[src/sv/qlm_div.sv]
// Pipelined restoring divider, one quotient bit per stage.
module qlm_div #(
    parameter int NUM_W  = 62,
    parameter int DEN_W  = 47,
    parameter int QUOT_W = 16
) (
    input  logic              clk,
    input  logic              en,
    input  logic [NUM_W-1:0]  num,
    input  logic [DEN_W-1:0]  den,
    output logic [QUOT_W-1:0] quot
);

    localparam int EXT_W = NUM_W + QUOT_W;

    logic [NUM_W-1:0]  rem_reg [QUOT_W];
    logic [DEN_W-1:0]  den_reg [QUOT_W];
    logic [QUOT_W-1:0] q_reg   [QUOT_W];

    for (genvar k = 0; k < QUOT_W; k++) begin : g_stage
        localparam int B = QUOT_W - 1 - k;
        logic [NUM_W-1:0]  rem_in;
        logic [DEN_W-1:0]  den_in;
        logic [QUOT_W-1:0] q_in;
        logic [EXT_W-1:0]  dsh;
        logic [NUM_W-1:0]  rem_next;
        logic [QUOT_W-1:0] q_next;

        if (k == 0) begin : g_first
            assign rem_in = num;
            assign den_in = den;
            assign q_in   = '0;
        end else begin : g_rest
            assign rem_in = rem_reg[k-1];
            assign den_in = den_reg[k-1];
            assign q_in   = q_reg[k-1];
        end

        always_comb
        begin
            dsh = EXT_W'(den_in) << B;
            if (EXT_W'(rem_in) >= dsh)
            begin
                rem_next = rem_in - dsh[NUM_W-1:0];
                q_next   = q_in | (QUOT_W'(1) << B);
            end
            else
            begin
                rem_next = rem_in;
                q_next   = q_in;
            end
        end

        always_ff @(posedge clk)
        begin
            if (en)
            begin
                rem_reg[k] <= rem_next;
                den_reg[k] <= den_in;
                q_reg[k]   <= q_next;
            end
        end
    end

    assign quot = q_reg[QUOT_W-1];

endmodule

[config.mk]
export PLATFORM = sky130hd
export DESIGN_NAME = qlm_div
export DESIGN_NICKNAME = d
export VERILOG_FILES = /design/src/sv/qlm_div.sv
export SDC_FILE = /design/constraint.sdc
export NUM_CORES = 2
export LEC_CHECK = 0
export ABC_CLOCK_PERIOD_IN_PS = 7900
export BUFFER_PORTS_ARGS = -buffer_cell sky130_fd_sc_hd__buf_2
export CORE_MARGIN = 1.5
export CORE_UTILIZATION = 65
export DETAILED_ROUTE_END_ITERATION = 8
export PLACE_DENSITY = 0.82
export SYNTH_ARGS = -nofsm -noshare
export SYNTH_HDL_FRONTEND = slang
export SYNTH_SLANG_ARGS = --single-unit
[constraint.sdc]
create_clock -name clk -period 7.9 [get_ports clk]
set_clock_uncertainty 0.2 [all_clocks]
set_input_delay 0.395 -clock clk [delete_from_list [all_inputs] [get_ports clk]]
set_output_delay 0.395 -clock clk [all_outputs]
set_load 0.1 [all_outputs]
After elaboration in Yosys (flattened, before gate mapping)
Memory sizes are Yosys's and may differ from the RTL's. Cells that the tools add are included.

Register bits after elaboration: 0. Bits in writable memories: 2000. Input bits: 111. Output and inout bits: 16. Logic and storage cells: 69. Memories: 3.

Memory list: rem_reg (words 16, bits a word 62, rd ports 15, clocked after memory_dff 0, write ports 16, RTL line 16) `logic [NUM_W-1:0] rem_reg [QUOT_W];`; den_reg (words 16, bits a word 47, rd ports 15, clocked after memory_dff 0, write ports 16, RTL line 17) `logic [DEN_W-1:0] den_reg [QUOT_W];`; q_reg (words 16, bits a word 16, rd ports 16, clocked after memory_dff 0, write ports 16, RTL line 18) `logic [QUOT_W-1:0] q_reg [QUOT_W];`.

$add $sub $neg: 16. Order comparisons: 16. Mux-type cells: 34.

Operators by type and width (number): $mux 62 (16); $ge 62x47->1 (1); $ge 62x48->1 (1); $ge 62x49->1 (1); $ge 62x50->1 (1); $ge 62x51->1 (1); $ge 62x52->1 (1); $ge 62x53->1 (1); $ge 62x54->1 (1); $ge 62x55->1 (1); $ge 62x56->1 (1); $ge 62x57->1 (1); $ge 62x58->1 (1); $ge 62x59->1 (1); $ge 62x60->1 (1); $ge 62x61->1 (1); $ge 62x62->1 (1); $sub 62x47->62 (1); $sub 62x48->62 (1); $sub 62x49->62 (1); $sub 62x50->62 (1); $sub 62x51->62 (1); $sub 62x52->62 (1); $sub 62x53->62 (1); other kinds (25) (27).

Longest topological paths before layout
An unclocked memory read counts as a cell.

Depth in word-level cells: 3. Gate-level depth with buffers: 17. Depth with buffers taken out: 15.

Least setup slack after synthesis
No wires, ideal clock.

Path kind: register -> register. Start point: mem rem_reg[8][6] (netlist: rem_reg[1][6]). End point: mem rem_reg[9][7] (netlist: rem_reg[1][69]) (data pin). Library setup time: 260 ps. Arrival: 3206 ps. Data required time: 7440 ps. Slack: 4234 ps. Cell stages (with the launch flop): 16. Path buffers: 2. Period minus slack after synthesis: 3666 ps. Cells stage by stage: edfxtp_1 inv_1 ha_1 inv_1 fa_1 nand3_1 a21oi_1 o311ai_1 nand2_1 a31o_2 a21bo_2 a21oi_1 o211a_1 buf_2 buf_4 mux2_2.

RTL lines (RTL line): from (decl) (16).

==> impl_results.md <==
* Setup crit end kind: flop
* CORE AREA at between 150000 and 200000 sq um
* DRT Pass-1 Iters at 9
* Startpoint types: flop
* Clock-pin transition on the worst setup and hold timing paths at 0.07 ns
* Iteration-0 DRC Markers at around 9.5k
* Min cycle time layout at approximately 5.5 ns
* Crit path required time at ~8 ns
* Clock root buffer: clkbuf_16
* Post-synth EDFFs at roughly 1.8k
* H-tree depth at 4
* Initial antenna violation count at 4
* GP Congestion at between 1 and 1.5
* First-pass GRT wire length at approximately 460 mm
* Die Span X at approximately 410 um
* I/O Pins at roughly 130
* Vias in the first global route at 84.8k
* Die height at roughly 400 um
* Post-Syn Area per Cell at roughly 10 sq um
* Largest family of logic cells by synthesized area: compound AO/OA/AOI/OAI gates
* Largest net degree at the start of global routing at 196
* Max Root-Sink Buffers at 3
* Max FFs per register at between 900 and 1k
* Routed vias at approximately 84k
* Final setup viols at 0
* Sequential area share after synthesis at 0.492
* Crit path cell chain: ha_1 -> nor2b_1 -> o211ai_1 -> a31oi_1 -> o31ai_1 -> o22ai_1 -> o21ai_1 -> nand3_1 -> a31oi_4 -> buf_4 -> o21ai_0
* Commonest non-fill, non-tap cell in the layout: edfxtp_1
* Slowest-stage cell, CP: o31ai_1
* Diode count at 0
* CP Max Fanout at 85
* Peak supply drop at 284 uV
* CTS buffer count at around 180
* Power Density at approximately 390 nW/um^2
* Final setup TNS at 0 ns
* TritonCTS clock tree: built
* Final Cell Area at between 100000 and 150000 sq um
* Worst-Skew Late Latency at slightly below 0.9 ns
* CP Class: reg -> reg
* # DRC at 0
* Filler cell count at 11.2k
* Flops & latches, synth at 1771
* Crit-path max cell delay at between 0.7 and 0.8 ns
* Synthesized area at between 100000 and 150000 sq um
* Worst EP arrival at about 5.8 ns
* # rows at between 100 and 150
* Overflow after GRT at 0
* Synth Area in Adders at 0.0899
* WP buf/inv at 1
* RSZ-0062 raised after global routing: false
* Post-cts resize count at 0
* Post-Synth Simple-Gate Area at 0.121
* Clock tree sinks at ~1.8k
* Vias/cell at approximately 6.5
* Final Cycle Share at 0.694
* Starting density of the core at 0.655
* Port bufs at 126
* XOR/XNOR share of the synthesized area at 0.0589
* Fin util at 0.713
* Worst Tran Pin Value at about 1.3 ns
* Max-cap violations at 0
* Peak Freq at roughly 0.18 GHz
* Max transition margin at 0.132
* CP top delay family: compound AO/OA/AOI/OAI gates
* Avg WL per Cell at roughly 23 um
* Placement Cell Area at roughly 110000 sq um
* Syn Inst Count at 10.6k
* GRT Total Usage at 0.348
* Dpl hpwl at 223 mm
* DIE AREA at between 150000 and 200000 sq um
* Final setup margin at between 2 and 2.5 ns
* Multiplexer share of the synthesized area at 0.00771
* Area growth, synth to finish at 8.92%
* Most frequent cells in the layout: edfxtp_1, nand2_1, inv_1, a21oi_1, o21ai_0
* Async set-reset flop share out of synthesis at 0
* Total wire length at between 300 and 400 mm
* Final max-slew violation count at 0
* Static Leakage at 0.0476 uW
* Top_reg_cell synth: edfxtp_1
* Nets at 11.5k
* Hold Violations, Final at 0
* Compound-Gate Fraction of Synth Area at 0.181
* Status: complete, no violations
* HP Class: in -> reg
* Tot Pwr at approximately 46000 uW
* Post-route ant nets at 0
* Syn_nets at ~11k
* Distinct cells, synth at 111
* Ratio of cells with drive above 1 in the final layout at 0.0578
* YS warnings at 0
* Post-Place Setup Slack at around 2.6 ns
## per-stage QoR
stage                     std cells  hold WS [ns]
final                         13000        0.0572
after global routing          13000        0.0378
after CTS                     13000       0.00691
after detailed placement      12600         0.205
after global placement        12500         0.200
after floorplan               10600         0.200
## worst register-to-register path: stages (launching register included)
cell and delay [ns]:
edfxtp_1 0.46, ha_1 0.37, nor2b_1 0.19, o211ai_1 0.38, a31oi_1 0.32, o31ai_1 0.71
o22ai_1 0.30, o21ai_1 0.44, nand3_1 0.23, a31oi_4 0.34, buf_4 0.66, o21ai_0 0.54
## synth_stat cells, drive strengths merged, types with 20 or more instances
cell type | n | area (sq um)
a31oi | 93 | 582
a21boi | 33 | 248
nor2 | 567 | 2130
a211oi | 71 | 538
o2111ai | 21 | 184
o21ai | 887 | 4440
ha | 752 | 9410
a2111oi | 23 | 236
o31a | 20 | 176
buf | 111 | 576
nand4 | 221 | 1380
xnor2 | 385 | 3370
o31ai | 76 | 599
or4 | 27 | 203
and2 | 57 | 357
edfxtp | 1771 | 53200
o21bai | 118 | 890
inv | 963 | 3610
and3 | 82 | 518
nand2b | 78 | 488
mux2 | 66 | 743
nand2 | 981 | 3680
or3 | 54 | 343
o21a | 94 | 706
nor4b | 26 | 243
o211ai | 61 | 458
clkbuf | 308 | 1160
a21oi | 919 | 4610
xor2 | 341 | 2990
nor3 | 157 | 791
nor2b | 71 | 444
or2 | 26 | 163
a211o | 22 | 193
and4 | 31 | 274
nor4 | 89 | 557
a21o | 522 | 3930
a221oi | 25 | 238
nand3 | 182 | 911
## worst paths after layout
check / slack, ns / from / cells after the start / endpoint
hold reg to reg: 0.21 / q_reg[5][14] / 0 / q_reg[5][30]
setup / recovery: 2.42 / rem_reg[0][76] / 11 / rem_reg[0][141]
setup reg to reg: 2.42 / rem_reg[0][76] / 11 / rem_reg[0][141]
hold / removal: 0.06 / num[6] / 2 / rem_reg[0][6]
## final cells by class
class	instances	area (sq um)	share of cell area
timing repair buffer	302	2380	0.0202
clock buffer	221	4720	0.0401
inverter	964	3620	0.0308
sequential	1771	53200	0.452
multi-input combinational	7434	49600	0.422
tap	2189	2740	0.0233
clock inverter	114	1390	0.0118
## kinds of logic after synthesis
kind of cell | count (synthesis)
xor gates and xnor gates | 726
adders and majority gates | 767
AOI/OAI and AO/OA | 3153
and+or+nand+nor | 2713
muxes | 75
buffers and inverters | 1383
DFF | 1771
## where the power goes
part	total [uW]	switching, uW	internal, uW	leakage (uW)
Combinational	21300	13100	8250	0.0275
Sequential	15400	1530	13900	0.0172
Clock	8780	3810	4960	0.00293
## metal layers
layer	global-route usage	part of all wire
met5	0	0
met4	0.295	0.096
met3	0.0399	0.053
met2	0.667	0.53
met1	0.326	0.32
## timing repair
action / CTS / global route
hold endpoints to repair: 214 / 0
buffers inserted: 0 / 0
hold buffers: 110 / 0
Power figures use the tool's default switching activity.
