===== src/sv/qlm_isqrt.sv =====
// Pipelined integer square root, one result bit per stage.
module qlm_isqrt #(
    parameter int IN_W  = 60,
    parameter int OUT_W = 30
) (
    input  logic             clk,
    input  logic             en,
    input  logic [IN_W-1:0]  din,
    output logic [OUT_W-1:0] root
);

    localparam int EXT_W = IN_W + 2;

    logic [IN_W-1:0]  rem_reg [OUT_W];
    logic [OUT_W-1:0] q_reg   [OUT_W];

    for (genvar k = 0; k < OUT_W; k++) begin : g_stage
        localparam int B = OUT_W - 1 - k;
        logic [IN_W-1:0]  rem_in;
        logic [OUT_W-1:0] q_in;
        logic [EXT_W-1:0] test;
        logic [EXT_W-1:0] rem_ext;
        logic [IN_W-1:0]  rem_next;
        logic [OUT_W-1:0] q_next;

        if (k == 0) begin : g_first
            assign rem_in = din;
            assign q_in   = '0;
        end else begin : g_rest
            assign rem_in = rem_reg[k-1];
            assign q_in   = q_reg[k-1];
        end

        always_comb
        begin
            test    = (EXT_W'(q_in) << (B + 1)) + (EXT_W'(1) << (2 * B));
            rem_ext = EXT_W'(rem_in);
            if (rem_ext >= test)
            begin
                rem_next = rem_in - test[IN_W-1:0];
                q_next   = q_in | (OUT_W'(1) << B);
            end
            else
            begin
                rem_next = rem_in;
                q_next   = q_in;
            end
        end

        always_ff @(posedge clk)
        begin
            if (en)
            begin
                rem_reg[k] <= rem_next;
                q_reg[k]   <= q_next;
            end
        end
    end

    assign root = q_reg[OUT_W-1];

endmodule


===== config.mk =====
export PLATFORM = sky130hd
export DESIGN_NAME = qlm_isqrt
export DESIGN_NICKNAME = d
export VERILOG_FILES = /design/src/sv/qlm_isqrt.sv
export SDC_FILE = /design/constraint.sdc
export NUM_CORES = 2
export LEC_CHECK = 0
export BUFFER_PORTS_ARGS = -buffer_cell sky130_fd_sc_hd__buf_2
export CAP_MARGIN = 30
export CORE_MARGIN = 3
export CORE_UTILIZATION = 50
export CTS_BUF_LIST = sky130_fd_sc_hd__clkbuf_2
export CTS_CLUSTER_DIAMETER = 80
export CTS_CLUSTER_SIZE = 14
export DETAILED_ROUTE_END_ITERATION = 6
export PLACE_DENSITY = 0.65
export SYNTH_ARGS = -nofsm -noshare
export SYNTH_HDL_FRONTEND = slang
export SYNTH_SLANG_ARGS = --single-unit

===== constraint.sdc =====
create_clock -name clk -period 6.9 [get_ports clk]
set_input_delay 1.38 -clock clk [delete_from_list [all_inputs] [get_ports clk]]
set_output_delay 1.38 -clock clk [all_outputs]
set_load 0.03 [all_outputs]

; ---- After elaboration in Yosys (flattened, before gate mapping)
; Memory sizes are Yosys's and may differ from the RTL's.
; Cells that the tools add are included.
[totals]
ff_bits = 0
mem_bits_rw = 2700
in_bits = 62
out_inout_bits = 30
n_memories = 2
[memory_table]
columns = memory, depth, word_bits, read_ports, rd_ports_with_merged_regs, wr, line_no
row1 = rem_reg, 30, 60, 29, 0, 30, 14  ; logic [IN_W-1:0] rem_reg [OUT_W];
row2 = q_reg, 30, 30, 30, 0, 30, 15  ; logic [OUT_W-1:0] q_reg [OUT_W];
[classes]
n_addsub = 59
order_cmp = 30
n_mux = 62
[op_table]
columns = operator, count
row1 = 2-to-1 mux 60 bit, 30
row2 = "adder 59 x 57 -> 60 bit, second input constant", 1
row3 = greater-or-equal comparator 60 x 32 -> 1 bit, 1
row4 = greater-or-equal comparator 60 x 33 -> 1 bit, 1
row5 = greater-or-equal comparator 60 x 34 -> 1 bit, 1
row6 = greater-or-equal comparator 60 x 35 -> 1 bit, 1
row7 = greater-or-equal comparator 60 x 36 -> 1 bit, 1
row8 = greater-or-equal comparator 60 x 37 -> 1 bit, 1
row9 = greater-or-equal comparator 60 x 38 -> 1 bit, 1
row10 = greater-or-equal comparator 60 x 39 -> 1 bit, 1
row11 = greater-or-equal comparator 60 x 40 -> 1 bit, 1
row12 = greater-or-equal comparator 60 x 41 -> 1 bit, 1
row13 = greater-or-equal comparator 60 x 42 -> 1 bit, 1
row14 = greater-or-equal comparator 60 x 43 -> 1 bit, 1
row15 = greater-or-equal comparator 60 x 44 -> 1 bit, 1
row16 = greater-or-equal comparator 60 x 45 -> 1 bit, 1
row17 = greater-or-equal comparator 60 x 46 -> 1 bit, 1
row18 = greater-or-equal comparator 60 x 47 -> 1 bit, 1
row19 = greater-or-equal comparator 60 x 48 -> 1 bit, 1
row20 = greater-or-equal comparator 60 x 49 -> 1 bit, 1
row21 = greater-or-equal comparator 60 x 50 -> 1 bit, 1
row22 = greater-or-equal comparator 60 x 51 -> 1 bit, 1
row23 = greater-or-equal comparator 60 x 52 -> 1 bit, 1
row24 = greater-or-equal comparator 60 x 53 -> 1 bit, 1
row25 = 96 further kinds, 98

; ---- Depth between registers and ports, before layout
; An unclocked memory read counts as a cell.
[logic_depth]
depth_word = 4
mapped_depth = 15
ltp_nobuf = 13

; ---- Worst setup path before layout
; No wires, ideal clock.
[synth_timing]
path_kind = register -> register
start = memory rem_reg[23][21], in the netlist rem_reg[2][441]
end = memory rem_reg[24][54], in the netlist rem_reg[3][54], data pin
arrival_ps = 3225
required_time_ps = 6642
setup_slack_ps = 3417
stages_incl_launch_ff = 12
synth_period_minus_slack_ps = 3483
cell_sequence = edfxtp_1 -> ha_1 -> a211oi_1 -> nor2_1 -> or4_1 -> a211oi_1 -> a211o_1 -> a41oi_1 -> and3b_1 -> or3_2 -> or3_1 -> xnor2_1
[synth_rtl]
columns = element, line_no
row1 = start: declaration, 14

==> results.tsv <==
metric	value	unit
CP Data Arrival Time	6.17	ns
most frequent cells in the layout	edfxtp_1 (2,205), inv_1 (601), nand2_1 (557), nor2_1 (518), a21oi_1 (513)	
Leak Pwr	41.4	nW
Post-CTS Setup Bufs	0	
worst r2r src	rem_reg[3][187]$_DFFE_PP_	
Yosys warning count	0	
Post-Syn Area	105000	um^2
Top FF cell, synth	edfxtp_1	
Nets	9124	
RSZ-0062 raised after global routing	no	
GRT Total Usage	21.7	%
Detailed Place HPWL	176000	um
number of vias per cell	5.74	
critical path class	reg2reg	
# DRC	0	
DR vias	65400	
syn_area_per_cell	12.7	um^2
cell internal pwr	21.1	mW
CP Max Fanout	5	
Setup TNS Final	0	ns
initial core utilization	50.5	%
Area Overhead vs Synth	6.28	%
reg-to-reg endpoint	rem_reg[3][297]$_DFFE_PP_	
worst slew pin tran	1.17	ns
Max-Cap Viols	0	
final setup vio count	0	
Comb pwr share	25.1	%
Final Max Tran Viols	0	
Critical path origin	rem_reg[3][187]$_DFFE_PP_	
Die Wd	464	um
switching power	9.89	mW
Ports	92	
status	finished, final reports clean	
die area	215000	um^2
sequential share of power	59.1	%
post-CTS sizing	0	
Yosys cell types	91	
Clock Power Share	15.8	%
Power Density	278	nW/um^2
synthesis-stage register bit count	2205	
Synth async-reset ratio	0	%
Seq/Total Area, Yosys	63.2	%
H-tree Lvls	4	
Post-synth EDFFs	2205	
Port Buf Inserts	91	
hold_sp	din[13]	
Tmin final	4.62	ns
initial antenna violation count	14	
clock sinks	2205	
Final period util	67.0	%
pin count of the biggest net entering global routing	187	
core area	208000	um^2
cell breakdown of the critical path	ha_1 > a21oi_1 > o22ai_1 > o311ai_0 > nand2_1 > a2111oi_0 > or3_1 > and3_1 > nor3b_1 > nand3_1 > xnor2_1	
clock transition at the registers of the reported paths	0.25	ns
die height	464	um
Detail Route Antenna Nets	0	
fmax	0.216	GHz
routability cong.	0.913	
Clock Tree Buf Depth	3	
row count	167	
Max VDD drop	0.210	mV
Routed WL	239000	um
CTS tree	built	
vias in the first global route	63600	
slowest CP cell	a2111oi_0	
switching share of total power	31.9	%
Setup crit end	rem_reg[3][297]$_DFFE_PP_	
CTS buffer count	179	
first-pass GRT wire length	367000	um
Hold Violations, Final	0	
clk_lat worst skew	1.84	ns
worst hold slack	0.351	ns
clk root buf	clkbuf_2	
grt total ovfl	0	
layout cells sized above 1	5.93	%
Setup crit start kind	flip-flop	
commonest non-fill, non-tap cell in the layout	edfxtp_1	
crit path capture type	flip-flop	
Critical Path RT	8.45	ns
Reg2Reg Depth	11	
Mapped Nets	8829	
Worst R2R Setup Slack	2.28	ns
Largest register FFs	1740	
Rel. slew slack	21.9	%
Mapped Cells	8274	
Clock Skews	0.148	ns
Pre-Repair DR Iteration Count	6	
worst stage delay on the critical path	0.87	ns
routed length per instance	20.9	um
worst hold path class	in2reg	
1st-iter DRT viols	5792	
Layout fillers	17500	
[per-stage QoR]
step | cell area (um^2) | power [mW] | worst slack, ns | cells | utilization [%]
detailed placement | 109000 | 26.2 | 2.47 | 11100 | 52.4
CTS | 111000 | 31.2 | 2.34 | 11400 | 53.6
global placement | 109000 | 26.1 | 2.40 | 11000 | 52.4
finish | 111000 | 31.0 | 2.28 | 11400 | 53.6
global route | 111000 | 32.8 | 1.87 | 11400 | 53.6
floorplan | 105000 | 23.7 | 3.42 | 8274 | -
[cell families after synthesis]
group | after synthesis | synth area share, %
adder cells (fa/ha/maj) | 493 | 5.88
buffers and inverters | 767 | 2.75
AO/OA/AOI/OAI | 1552 | 9.16
flip-flops | 2205 | 63.2
XOR/XNOR | 766 | 6.40
AND/OR/NAND/NOR | 2418 | 11.9
multiplexers | 73 | 0.772
[power by group through the flow]
stage / clock network (mW) / logic (mW) / registers, mW
after floorplan: 0 / 5.69 / 18.0
after global placement: 0 / 7.49 / 18.6
after detailed placement: 0 / 7.62 / 18.6
after CTS: 5.16 / 7.71 / 18.3
after global routing: 5.64 / 8.64 / 18.5
final: 4.90 / 7.77 / 18.3
[synth_stat cells, types with 40 or more instances]
master	n	area, um^2
xnor2_1	390	3420
a21oi_1	517	2590
nand3_1	133	666
edfxtp_1	2205	66200
o21a_1	92	691
nor4b_1	47	412
nor2b_1	63	394
nand2b_1	105	657
xor2_1	376	3290
nand2_1	557	2090
nor3_1	212	1060
clkbuf_1	144	541
a211oi_1	40	300
or3_1	98	613
a21o_1	185	1390
nor4_1	302	1890
ha_1	493	6170
inv_1	601	2260
mux2_2	63	709
and3_1	42	263
nand4_1	121	757
nor2_1	518	1940
a31oi_1	42	263
o31ai_1	49	368
or4_1	53	398
o21ai_0	377	1890
[timing repair]
action	in CTS	in global routing
hold endpoints to repair	160	0
endpoints found under the setup margin	0	0
hold buffers	120	0
[critical path, delay by kind of cell, from the launching register on]
family,cells,cell delay [ns]
fa+ha+maj,1,0.38
flops,1,0.46
simple gates,5,1.54
compound gates,4,1.79
xor+xnor,1,0.16
[routing by layer]
metal / track usage (%) / wire length (um) / vias to the layer above
li1: - / - / 31400
met1: 29.8 / 105000 / 32100
met2: 36.9 / 118000 / 1620
met3: 2.65 / 11300 / 300
met4: 4.82 / 4690 / 0
met5: 0 / 0 / -
[layout make-up]
type | count | area (um^2) | area share [%]
antenna | 18 | 45.0 | 0.0404
tap | 2788 | 3490 | 3.13
multi-input combinational | 5302 | 35800 | 32.2
sequential | 2205 | 66200 | 59.4
inverter | 604 | 2270 | 2.03
clock inverter | 26 | 293 | 0.263
clock buffer | 187 | 936 | 0.840
timing repair buffer | 277 | 2340 | 2.10
[worst min-delay path by stage]
| stage | end | slack [ns] | depth (start not counted) |
|---|---|---|---|
| 3_5_place_dp | rem_reg[1][374]$_DFFE_PP_ | 0.42 | 0 |
| 4_1_cts | rem_reg[0][13]$_DFFE_PP_ | 0.02 | 2 |
| 2_1_floorplan | rem_reg[0][461]$_DFFE_PP_ | 0.42 | 0 |
| 6_report | rem_reg[0][13]$_DFFE_PP_ | 0.35 | 2 |
| 5_1_grt | rem_reg[0][13]$_DFFE_PP_ | 0.03 | 2 |
| 3_3_place_gp | rem_reg[1][360]$_DFFE_PP_ | 0.43 | 0 |
Note: power is estimated with default switching activity, not from simulation.
